===== config.mk =====
export PLATFORM = sky130hd
export DESIGN_NAME = packet_header_deframer_top_flat
export DESIGN_NICKNAME = d
export VERILOG_FILES = /design/src/phd_pkg.sv /design/src/phd_ifs.sv /design/src/phd_cfg_regs.sv /design/src/phd_parser.sv /design/src/phd_res_queue.sv /design/src/packet_header_deframer_top.sv /design/src/flat_wrapper.sv
export SDC_FILE = /design/constraint.sdc
export NUM_CORES = 1
export LEC_CHECK = 0
export ABC_AREA = 1
export BUFFER_PORTS_ARGS = -buffer_cell sky130_fd_sc_hd__buf_2
export CAP_MARGIN = 25
export CORE_AREA = 2 2 250 252
export CTS_CLUSTER_SIZE = 16
export DETAILED_ROUTE_END_ITERATION = 16
export DIE_AREA = 0 0 252 254
export HOLD_SLACK_MARGIN = 0.15
export PLACE_DENSITY_LB_ADDON = 0.25
export SLEW_MARGIN = 20
export SYNTH_ARGS = -nofsm -noshare
export SYNTH_HDL_FRONTEND = slang
export SYNTH_SLANG_ARGS = --single-unit

===== constraint.sdc =====
create_clock -name clk -period 7.58 [get_ports clk]
set_clock_uncertainty 0.15 [all_clocks]
set_input_delay 1.137 -clock clk [delete_from_list [all_inputs] [get_ports clk]]
set_output_delay 1.137 -clock clk [all_outputs]
set_load 0.02 [all_outputs]

===== src/phd_pkg.sv =====
`timescale 1ns / 1ps

package phd_pkg;

  localparam int CNT_W      = 33;
  localparam int CFG_IDX_W  = 8;
  localparam int CFG_DATA_W = 32;

  localparam logic [CFG_IDX_W-1:0] REG_MAGIC   = 8'd0;
  localparam logic [CFG_IDX_W-1:0] REG_VERSION = 8'd1;

  localparam logic [CNT_W-1:0] HDR_BYTES = 33'd16;

  localparam logic [3:0] HDR_VER_POS = 4'd4;
  localparam logic [3:0] HDR_FLG_POS = 4'd5;
  localparam logic [3:0] HDR_OPC_POS = 4'd6;
  localparam logic [3:0] HDR_SEQ_POS = 4'd8;
  localparam logic [3:0] HDR_LEN_POS = 4'd12;

  localparam logic [1:0] ST_OK      = 2'd0;
  localparam logic [1:0] ST_INVALID = 2'd1;
  localparam logic [1:0] ST_VERSION = 2'd2;
  localparam logic [1:0] ST_SIZE    = 2'd3;

  localparam logic KIND_PAYLOAD = 1'b0;
  localparam logic KIND_VERDICT = 1'b1;

  localparam int Q_DEPTH = 4;
  localparam int Q_PTR_W = 2;
  localparam int Q_CNT_W = 3;

  typedef struct packed {
    logic        item_kind;
    logic [7:0]  payload_byte;
    logic [1:0]  status;
    logic [7:0]  hdr_version;
    logic [7:0]  hdr_flags;
    logic [15:0] hdr_opcode;
    logic [31:0] sequence_id;
    logic [31:0] payload_length;
    logic        last_result;
  } res_t;

  typedef struct packed {
    logic [1:0] num;
    res_t       first;
    res_t       second;
  } push_t;

endpackage


===== src/phd_ifs.sv =====
`timescale 1ns / 1ps

interface phd_in_if;
  logic       valid;
  logic       ready;
  logic [7:0] data_byte;
  logic       end_of_packet;

  modport source (output valid, data_byte, end_of_packet, input ready);
  modport sink   (input valid, data_byte, end_of_packet, output ready);
endinterface

interface phd_out_if;
  logic        valid;
  logic        ready;
  logic        item_kind;
  logic [7:0]  payload_byte;
  logic [1:0]  status;
  logic [7:0]  hdr_version;
  logic [7:0]  hdr_flags;
  logic [15:0] hdr_opcode;
  logic [31:0] sequence_id;
  logic [31:0] payload_length;
  logic        last_result;

  modport source (output valid, item_kind, payload_byte, status, hdr_version, hdr_flags,
                  hdr_opcode, sequence_id, payload_length, last_result, input ready);
  modport sink   (input valid, item_kind, payload_byte, status, hdr_version, hdr_flags,
                  hdr_opcode, sequence_id, payload_length, last_result, output ready);
endinterface

interface phd_cfg_if;
  logic                           valid;
  logic                           ready;
  logic [phd_pkg::CFG_IDX_W-1:0]  index;
  logic [phd_pkg::CFG_DATA_W-1:0] data;

  modport source (output valid, index, data, input ready);
  modport sink   (input valid, index, data, output ready);
endinterface


===== src/phd_cfg_regs.sv =====
`timescale 1ns / 1ps

module phd_cfg_regs (
  input  logic                           clk,
  input  logic                           rst_n,
  input  logic                           wr_en,
  input  logic [phd_pkg::CFG_IDX_W-1:0]  wr_index,
  input  logic [phd_pkg::CFG_DATA_W-1:0] wr_data,
  output logic [31:0]                    magic_value,
  output logic [7:0]                     protocol_version
);

  logic [31:0] magic_r;
  logic [7:0]  version_r;

  always_ff @(posedge clk) begin
    if (!rst_n) begin
      magic_r   <= '0;
      version_r <= '0;
    end else if (wr_en) begin
      case (wr_index)
        phd_pkg::REG_MAGIC: begin
          magic_r <= wr_data[31:0];
        end
        phd_pkg::REG_VERSION: begin
          version_r <= wr_data[7:0];
        end
        default: begin
        end
      endcase
    end
  end

  assign magic_value      = magic_r;
  assign protocol_version = version_r;

endmodule


===== src/phd_parser.sv =====
`timescale 1ns / 1ps

module phd_parser (
  input  logic                clk,
  input  logic                rst_n,
  input  logic                in_fire,
  input  logic [7:0]          data_byte,
  input  logic                end_of_packet,
  input  logic [31:0]         magic_value,
  input  logic [7:0]          protocol_version,
  output phd_pkg::push_t      push
);

  logic [phd_pkg::CNT_W-1:0] cnt_r, cnt_inc, want;
  logic [31:0] magic_r, magic_nxt;
  logic [7:0]  version_r, version_nxt;
  logic [7:0]  flags_r, flags_nxt;
  logic [15:0] opcode_r, opcode_nxt;
  logic [31:0] seq_r, seq_nxt;
  logic [31:0] len_r, len_nxt;
  logic        in_hdr, match, pay;
  logic [3:0]  pos;
  logic [1:0]  status;
  phd_pkg::res_t pay_res, ver_res;

  assign in_hdr = (cnt_r[phd_pkg::CNT_W-1:4] == '0);
  assign pos    = cnt_r[3:0];

  always_comb begin
    magic_nxt   = magic_r;
    version_nxt = version_r;
    flags_nxt   = flags_r;
    opcode_nxt  = opcode_r;
    seq_nxt     = seq_r;
    len_nxt     = len_r;
    if (in_hdr) begin
      if (pos < phd_pkg::HDR_VER_POS) begin
        magic_nxt = {magic_r[23:0], data_byte};
      end else if (pos == phd_pkg::HDR_VER_POS) begin
        version_nxt = data_byte;
      end else if (pos == phd_pkg::HDR_FLG_POS) begin
        flags_nxt = data_byte;
      end else if (pos < phd_pkg::HDR_SEQ_POS) begin
        opcode_nxt = {opcode_r[7:0], data_byte};
      end else if (pos < phd_pkg::HDR_LEN_POS) begin
        seq_nxt = {seq_r[23:0], data_byte};
      end else begin
        len_nxt = {len_r[23:0], data_byte};
      end
    end
  end

  assign cnt_inc = (&cnt_r) ? cnt_r : cnt_r + phd_pkg::CNT_W'(1);
  assign want    = {1'b0, len_nxt} + phd_pkg::HDR_BYTES;
  assign match   = (magic_nxt == magic_value) && (version_nxt == protocol_version);
  assign pay     = !in_hdr && match;

  always_comb begin
    if ((cnt_inc < phd_pkg::HDR_BYTES) || (magic_nxt != magic_value)) begin
      status = phd_pkg::ST_INVALID;
    end else if (version_nxt != protocol_version) begin
      status = phd_pkg::ST_VERSION;
    end else if (cnt_inc != want) begin
      status = phd_pkg::ST_SIZE;
    end else begin
      status = phd_pkg::ST_OK;
    end
  end

  always_comb begin
    pay_res              = '0;
    pay_res.item_kind    = phd_pkg::KIND_PAYLOAD;
    pay_res.payload_byte = data_byte;

    ver_res                = '0;
    ver_res.item_kind      = phd_pkg::KIND_VERDICT;
    ver_res.status         = status;
    ver_res.hdr_version    = version_nxt;
    ver_res.hdr_flags      = flags_nxt;
    ver_res.hdr_opcode     = opcode_nxt;
    ver_res.sequence_id    = seq_nxt;
    ver_res.payload_length = len_nxt;
    ver_res.last_result    = 1'b1;

    push.num    = in_fire ? ({1'b0, pay} + {1'b0, end_of_packet}) : 2'd0;
    push.first  = pay ? pay_res : ver_res;
    push.second = ver_res;
  end

  always_ff @(posedge clk) begin
    if (!rst_n) begin
      cnt_r     <= '0;
      magic_r   <= '0;
      version_r <= '0;
      flags_r   <= '0;
      opcode_r  <= '0;
      seq_r     <= '0;
      len_r     <= '0;
    end else if (in_fire) begin
      if (end_of_packet) begin
        cnt_r     <= '0;
        magic_r   <= '0;
        version_r <= '0;
        flags_r   <= '0;
        opcode_r  <= '0;
        seq_r     <= '0;
        len_r     <= '0;
      end else begin
        cnt_r     <= cnt_inc;
        magic_r   <= magic_nxt;
        version_r <= version_nxt;
        flags_r   <= flags_nxt;
        opcode_r  <= opcode_nxt;
        seq_r     <= seq_nxt;
        len_r     <= len_nxt;
      end
    end
  end

endmodule


===== src/phd_res_queue.sv =====
`timescale 1ns / 1ps

module phd_res_queue (
  input  logic           clk,
  input  logic           rst_n,
  input  phd_pkg::push_t push,
  output logic           room,
  output logic           head_valid,
  input  logic           head_ready,
  output phd_pkg::res_t  head
);

  phd_pkg::res_t q_r [phd_pkg::Q_DEPTH];
  logic [phd_pkg::Q_PTR_W-1:0] wr_ptr_r, rd_ptr_r, wr_ptr_b;
  logic [phd_pkg::Q_CNT_W-1:0] cnt_r, cnt_nxt;
  logic pop;

  assign head_valid = (cnt_r != '0);
  assign head       = q_r[rd_ptr_r];
  assign pop        = head_valid && head_ready;
  assign room       = (cnt_r <= phd_pkg::Q_CNT_W'(phd_pkg::Q_DEPTH - 2));
  assign wr_ptr_b   = wr_ptr_r + phd_pkg::Q_PTR_W'(1);
  assign cnt_nxt    = cnt_r + phd_pkg::Q_CNT_W'(push.num) - phd_pkg::Q_CNT_W'(pop);

  always_ff @(posedge clk) begin
    if (push.num != 2'd0) begin
      q_r[wr_ptr_r] <= push.first;
    end
    if (push.num == 2'd2) begin
      q_r[wr_ptr_b] <= push.second;
    end
  end

  always_ff @(posedge clk) begin
    if (!rst_n) begin
      wr_ptr_r <= '0;
      rd_ptr_r <= '0;
      cnt_r    <= '0;
    end else begin
      wr_ptr_r <= wr_ptr_r + phd_pkg::Q_PTR_W'(push.num);
      if (pop) begin
        rd_ptr_r <= rd_ptr_r + phd_pkg::Q_PTR_W'(1);
      end
      cnt_r <= cnt_nxt;
    end
  end

endmodule


===== src/packet_header_deframer_top.sv =====
`timescale 1ns / 1ps

// Channel  Dir  Word                                              Accepted when
// in_ch    in   data_byte, end_of_packet                          valid && ready
// out_ch   out  item_kind, payload_byte, status, header fields,   valid && ready
//               last_result
// cfg_ch   in   index, data (0 magic_value, 1 protocol_version)   valid && ready
//
// One input word per cycle while in_ch is not stalled; its results are pushed into the
// result queue and reach out_ch from its head. Header capture, counting and the verdict
// check sit in one stage feeding a four-word result queue; a final byte that is passed
// as payload pushes two words at once. in_ch stalls only while the queue holds more than two words.
// Synchronous active-low reset clears the packet state, queue and registers.
module packet_header_deframer_top (
  input  logic       clk,
  input  logic       rst_n,
  phd_in_if.sink     in_ch,
  phd_out_if.source  out_ch,
  phd_cfg_if.sink    cfg_ch
);

  logic [31:0]   magic_value;
  logic [7:0]    protocol_version;
  logic          in_fire, room;
  phd_pkg::push_t push;
  phd_pkg::res_t  head;

  assign cfg_ch.ready = 1'b1;
  assign in_ch.ready  = room;
  assign in_fire      = in_ch.valid && room;

  phd_cfg_regs u_cfg (
    .clk              (clk),
    .rst_n            (rst_n),
    .wr_en            (cfg_ch.valid),
    .wr_index         (cfg_ch.index),
    .wr_data          (cfg_ch.data),
    .magic_value      (magic_value),
    .protocol_version (protocol_version)
  );

  phd_parser u_parser (
    .clk              (clk),
    .rst_n            (rst_n),
    .in_fire          (in_fire),
    .data_byte        (in_ch.data_byte),
    .end_of_packet    (in_ch.end_of_packet),
    .magic_value      (magic_value),
    .protocol_version (protocol_version),
    .push             (push)
  );

  phd_res_queue u_queue (
    .clk        (clk),
    .rst_n      (rst_n),
    .push       (push),
    .room       (room),
    .head_valid (out_ch.valid),
    .head_ready (out_ch.ready),
    .head       (head)
  );

  assign out_ch.item_kind      = head.item_kind;
  assign out_ch.payload_byte   = head.payload_byte;
  assign out_ch.status         = head.status;
  assign out_ch.hdr_version    = head.hdr_version;
  assign out_ch.hdr_flags      = head.hdr_flags;
  assign out_ch.hdr_opcode     = head.hdr_opcode;
  assign out_ch.sequence_id    = head.sequence_id;
  assign out_ch.payload_length = head.payload_length;
  assign out_ch.last_result    = head.last_result;

endmodule

===== src/flat_wrapper.sv =====
// flat-port wrapper written by rule: the top's interface ports become plain ports
module packet_header_deframer_top_flat 
  (clk, rst_n, in_ch_valid, in_ch_data_byte, in_ch_end_of_packet, in_ch_ready, out_ch_valid, out_ch_item_kind, out_ch_payload_byte, out_ch_status, out_ch_hdr_version, out_ch_hdr_flags, out_ch_hdr_opcode, out_ch_sequence_id, out_ch_payload_length, out_ch_last_result, out_ch_ready, cfg_ch_valid, cfg_ch_index, cfg_ch_data, cfg_ch_ready);
  phd_in_if in_ch_i ();
  phd_out_if out_ch_i ();
  phd_cfg_if cfg_ch_i ();
  input  logic clk;
  input  logic rst_n;
  input wire logic [$bits(in_ch_i.valid)-1:0] in_ch_valid;
  input wire logic [$bits(in_ch_i.data_byte)-1:0] in_ch_data_byte;
  input wire logic [$bits(in_ch_i.end_of_packet)-1:0] in_ch_end_of_packet;
  output wire logic [$bits(in_ch_i.ready)-1:0] in_ch_ready;
  output wire logic [$bits(out_ch_i.valid)-1:0] out_ch_valid;
  output wire logic [$bits(out_ch_i.item_kind)-1:0] out_ch_item_kind;
  output wire logic [$bits(out_ch_i.payload_byte)-1:0] out_ch_payload_byte;
  output wire logic [$bits(out_ch_i.status)-1:0] out_ch_status;
  output wire logic [$bits(out_ch_i.hdr_version)-1:0] out_ch_hdr_version;
  output wire logic [$bits(out_ch_i.hdr_flags)-1:0] out_ch_hdr_flags;
  output wire logic [$bits(out_ch_i.hdr_opcode)-1:0] out_ch_hdr_opcode;
  output wire logic [$bits(out_ch_i.sequence_id)-1:0] out_ch_sequence_id;
  output wire logic [$bits(out_ch_i.payload_length)-1:0] out_ch_payload_length;
  output wire logic [$bits(out_ch_i.last_result)-1:0] out_ch_last_result;
  input wire logic [$bits(out_ch_i.ready)-1:0] out_ch_ready;
  input wire logic [$bits(cfg_ch_i.valid)-1:0] cfg_ch_valid;
  input wire logic [$bits(cfg_ch_i.index)-1:0] cfg_ch_index;
  input wire logic [$bits(cfg_ch_i.data)-1:0] cfg_ch_data;
  output wire logic [$bits(cfg_ch_i.ready)-1:0] cfg_ch_ready;
  assign in_ch_i.valid = in_ch_valid;
  assign in_ch_i.data_byte = in_ch_data_byte;
  assign in_ch_i.end_of_packet = in_ch_end_of_packet;
  assign in_ch_ready = in_ch_i.ready;
  assign out_ch_valid = out_ch_i.valid;
  assign out_ch_item_kind = out_ch_i.item_kind;
  assign out_ch_payload_byte = out_ch_i.payload_byte;
  assign out_ch_status = out_ch_i.status;
  assign out_ch_hdr_version = out_ch_i.hdr_version;
  assign out_ch_hdr_flags = out_ch_i.hdr_flags;
  assign out_ch_hdr_opcode = out_ch_i.hdr_opcode;
  assign out_ch_sequence_id = out_ch_i.sequence_id;
  assign out_ch_payload_length = out_ch_i.payload_length;
  assign out_ch_last_result = out_ch_i.last_result;
  assign out_ch_i.ready = out_ch_ready;
  assign cfg_ch_i.valid = cfg_ch_valid;
  assign cfg_ch_i.index = cfg_ch_index;
  assign cfg_ch_i.data = cfg_ch_data;
  assign cfg_ch_ready = cfg_ch_i.ready;
  packet_header_deframer_top u_core (.clk(clk), .rst_n(rst_n), .in_ch(in_ch_i), .out_ch(out_ch_i), .cfg_ch(cfg_ch_i));
endmodule

# Word level (Yosys, flattened, before mapping)
# Memory sizes are Yosys's and may differ from the RTL's. A register that Yosys moved wholly into a read port is not among the register bits.
# Cells that the tools add are included.
op_classes:
  addsub: 8
  order_cmp: 5
  eq_ne: 9
  mux: 45
  n_reduce_logical: 13
ops:
  columns: ["operator", "count"]
  rows:
  - ["$mux 32", 17]
  - ["$mux 108", 1]
  - ["$mux 16", 6]
  - ["$mux 8", 9]
  - ["$mux 33", 2]
  - ["$add 32x5->33 const B", 1]
  - ["$add 33x1->33 const B", 1]
  - ["$lt 33x5->1 const B", 1]
  - ["$ne 33x33->1", 1]
  - ["$reduce_and 33->1", 1]
  - ["$eq 32x32->1", 1]
  - ["$ne 32x32->1", 1]
  - ["$logic_not 29->1", 1]
  - ["$mux 2", 6]
  - ["$eq 4x3->1 const B", 2]
  - ["$eq 8x1->1 const B", 1]
  - ["$eq 8x8->1", 1]
  - ["$logic_not 8->1", 1]
  - ["$lt 4x4->1 const B", 2]
  - ["$ne 8x8->1", 1]
  - ["$add 2x1->2 const B", 2]
  - ["$logic_and 1x1->1", 4]
  - ["$lt 4x3->1 const B", 1]
  - ["$mux 1", 4]
  - ["11 further kinds", 12]
word_totals:
  reg_bits: 208
  ramBits: 432
  input_bits: 54
  output_inout_bits: 111
  mem_count: 1
mem_list:
  columns: ["name", "words", "word_bits", "rd", "rd_ports_with_merged_regs", "wr", "line", "source"]
  rows:
  - ["u_core.u_queue.q_r", 4, 108, 1, 1, 2, "phd_res_queue.sv:13", "phd_pkg::res_t q_r [phd_pkg::Q_DEPTH];"]

# Logic depth before layout (Yosys ltp)
depth:
  depth_word: 13
  ltp_mapped: 33

# Cells and area by module
# From an unflattened synthesis, not the netlist that was laid out.
hier_totals:
  hier_cells: 4606
  hier_area_um2: 35716.8
modules_own_cells:
  columns: ["mod", "n_inst", "cells_per_inst", "area_per_inst_um2", "seq_area_each_um2"]
  rows:
  - ["phd_res_queue", 1, 2182, 21683.3, 13152.6]
  - ["phd_parser", 1, 2158, 12140.4, 3223.1]
  - ["phd_cfg_regs", 1, 262, 1874.3, 800.8]
  - ["packet_header_deframer_top", 1, 4, 18.8, 0.0]

# Least setup slack after synthesis
# OpenSTA, ideal clock, no wires.
synth_path:
  kind: "in2reg"
  from: "input port in_ch_data_byte[3]"
  to: "memory u_core.u_queue.q_r[0][87] (netlist name), data pin"
  setup_ns: 0.141
  t_arrival_ns: 6.019
  t_required_ns: 7.289
  slack_ns: 1.269
  path_stages: 20
  n_path_buf: 2
  cell_sequence: "inv_1 nand2_1 o21ai_1 xor2_1 nor3b_1 nand3_1 nor2_2 nand2_1 inv_1 ha_1 inv_1 nor2_1 nor2_1 nor3_2 nor2_1 inv_1 nand2_2 buf_4 buf_6 nor2_1"
synth_lines:
  columns: ["item", "line", "source"]
  rows:
  - ["start: declaration", "flat_wrapper.sv:10", "input wire logic [$bits(in_ch_i.data_byte)-1:0] in_ch_data_byte;"]
  - ["end: declaration", "phd_res_queue.sv:13", null]

==> impl_metrics.toml <==
[placed_design]
placed_area_sq_mm = 0.0318
gp_congestion = 0.947
dp_slack_ns = 1.16
dpl.hpwl_um = 55200
port_buffers = 163

[clocking]
clkSinkCount = 638
clk_latency_ns = 0.62
root_buffer = "clkbuf_16"
clkSlewWorstSetupHoldPaths_ns = 0.06
h-tree-depth = 3
post_cts_resized = 0
cts_tree = "yes"
cts_setup_buffers = 0
hold_buffers = 0
cts_made_buffers = 70
clock_path_buffers = 3

[worst_hold_path]
min_from = "u_core.u_queue.q_r[2][103]"
hold_depth = 2
hold_end = "u_core.u_queue.q_r[2][103]"
hp-class = "reg -> reg"

[floorplanning]
die_h_um = 254
start_util_pct = 49.7
coreArea_sq_mm = 0.0613
die-area_sq_mm = 0.0640
ioPinCount = 165
die_x_um = 252
rows = 91

[critical_path]
critPathLaunchType = "flop"
crit_fanout = 63
slowest_delay_ns = 0.68
crit_top_cell = "nor2_1"
timing.critical_path.buf_inv = 5
cp-end-kind = "flop"
worstSetupPathType = "reg -> reg"
arrival_ns = 6.75
crit_slowest_cell = "nor2_8"
required_ns = 7.77
reg2reg_depth = 26
rrSetupSlack_ns = 1.03
critPathTopFamily = "simple AND/OR/NAND/NOR gates"
rr_startpoint = "u_core.u_parser.cnt_r[26]"
r2r-end = "u_core.u_queue.q_r[0][63]"

[job]
max_cap_viol_count = 0

[synth]
synth_ff_type = "edfxtp_1"
synth-async-reset-ratio_pct = 0
avgSynthCellArea_sq_um = 8.33
synth.cell_area_sq_mm = 0.0304
synthCells = 3654
ys_warn_count = 0
ys_seq_area_share_pct = 54.8
synth_edf_count = 392
ys_types = 44
synthesis.nets = 3718
ys_ff_latch = 638

[final_layout]
layout_commonest_cell = "nor2_1"
syn_to_final_growth_pct = 12.2
fin_util_pct = 55.8
fin_nets = 3786
layout_common_cells = "nor2_1 (805), nand2_1 (738), edfxtp_1 (392)"
layout-drive-gt1-share_pct = 11.2
finish.instance_area_sq_mm = 0.0342

[route]
wl_um = 88500
drc = 0
final_antenna_net_count = 0
vias = 25600
avgViaCountPerCell = 5.61
wl_per_cell_um = 19.4
first_iter_violations = 2567
firstDrtPassIters = 9

[timing]
period_needed_ns = 6.55
holdWs_ns = 0.297
layout_setup_ws_ns = 1.03
finalHoldViolCount = 0
fin_tns_setup_ns = 0
max_slew_margin_pct = 28.3
setup_viol = 0
slew_violations = 0
timing.final.crit_share_pct = 86.5
max_freq_mhz = 153
worstMarginPinSlew_ns = 1.06
rsz0062_at_grt = "no"

[power_and_ir_drop]
netSwitchingPower_w = 0.00282
powerDensity_mw_per_mm2 = 264
swShare_pct = 31.2
pwr-share-comb_pct = 19.4
ir_drop_mv = 0.157
p_clk_share_pct = 38.0
p_int_w = 0.00620
sequentialPowerShare_pct = 42.6
power_leakage_nw = 13.0

[global_routing]
grt_pass1_vias = 23800
grt_pass1_wl_um = 137000
grt_max_degree = 129
antenna_found_initial = 3
grt_overflow = 0
track_usage_pct = 27.4

[status]
outcome = "completed"
## synth_stat cells (2+ instances only)
cell type	count	area (sq um)
nor3_2	5	50.1
mux2i_1	25	250
nand4_1	27	169
buf_6	6	67.6
clkbuf_1	137	514
a21oi_2	3	26.3
edfxtp_1	392	11800
buf_2	47	235
a21oi_1	155	776
dfxtp_1	246	4920
o22ai_1	136	851
xnor2_1	27	236
nor3b_1	2	15.0
a211oi_1	33	248
nand3_1	69	345
nor2_1	806	3030
ha_1	9	113
o21ai_1	34	170
nor2_2	12	75.1
nor2_4	3	33.8
nand3b_1	8	60.1
nand2_1	739	2770
buf_4	10	75.1
nor4_1	9	56.3
o21ai_0	297	1490
or2_2	52	325
o21ai_2	7	61.3
buf_1	9	33.8
nand2_2	6	37.5
nor3_1	15	75.1
xor2_1	54	473
inv_1	260	976
inv_2	3	11.3
## metrics by stage
stage | cells | power (W)
final | 4570 | 0.00902
after global routing | 4569 | 0.00932
after CTS | 4565 | 0.00905
after detailed placement | 4437 | 0.00566
after global placement | 4435 | 0.00565
after floorplan | 3654 | 0.00501
## state kept, by name (all words and copies together) (netlist names), named ones only
register,cells
u_core.u_parser.flags_r,8
u_core.u_queue.q_r,428
u_core.u_parser.opcode_r,16
u_core.u_parser.magic_r,32
u_core.u_parser.version_r,8
u_core.u_cfg.magic_value,32
u_core.u_queue.cnt_r,3
u_core.u_parser.cnt_r,33
u_core.u_queue.wr_ptr_r,2
u_core.u_parser.seq_r,32
u_core.u_queue.rd_ptr_r,2
u_core.u_cfg.protocol_version,8
u_core.u_parser.len_r,32
## how the worst max path moves through the flow
stage | from | endpoint | slack [ns] | cells past startpoint
after global placement | u_core.u_parser.cnt_r[27] | u_core.u_queue.q_r[0][59] | 1.25 | 26
final | u_core.u_parser.cnt_r[26] | u_core.u_queue.q_r[0][63] | 1.03 | 26
after detailed placement | u_core.u_parser.cnt_r[26] | u_core.u_queue.q_r[0][83] | 1.16 | 26
after CTS | u_core.u_parser.cnt_r[26] | u_core.u_queue.q_r[0][83] | 1.11 | 26
after global routing | u_core.u_parser.cnt_r[26] | u_core.u_queue.q_r[0][59] | 0.38 | 26
after floorplan | in_ch_data_byte[3] | u_core.u_queue.q_r[0][87] | 1.27 | 20
## logic make-up after synthesis
group / count (synthesis) / share of synthesized area [%]
XOR/XNOR: 81 / 2.33
adder cells (fa/ha/maj): 10 / 0.436
AO/OA/AOI/OAI: 667 / 11.9
AND/OR/NAND/NOR: 1758 / 23.3
buffers and inverters: 474 / 6.31
multiplexers: 25 / 0.822
other: 1 / 0.0123
flip-flops: 638 / 54.8
## worst min-delay path, stage by stage (launching register included)
cell     delay, ns
dfxtp_1       0.31
nand2_1       0.06
nand2_1       0.04
## power by group through the flow
| stage | sequential, W | clock (W) | combinational (W) |
|---|---|---|---|
| final | 0.00384 | 0.00343 | 0.00175 |
| after global routing | 0.00385 | 0.00358 | 0.00189 |
| after CTS | 0.00384 | 0.00346 | 0.00175 |
| after detailed placement | 0.00391 | 0 | 0.00175 |
| after global placement | 0.00391 | 0 | 0.00174 |
| after floorplan | 0.00389 | 0 | 0.00112 |
## cell type report
cell class | instances | area [sq um]
flip-flops and latches | 638 | 16700
multi-input cells | 2542 | 11900
well taps | 790 | 988
clock buffers | 89 | 1970
diodes | 2 | 5.00
repair buffers | 206 | 1270
clock inverters | 39 | 332
fillers | 5565 | 27100
inverters | 264 | 1010
## routing by layer
layer,track usage (%),routed length (um),up-vias
li1,-,-,12200
met1,38.3,38200,12100
met2,43.4,40300,1100
met3,4.69,7440,160
met4,9.08,2640,0
met5,0,0,-
Note: power is estimated with default switching activity, not from simulation.
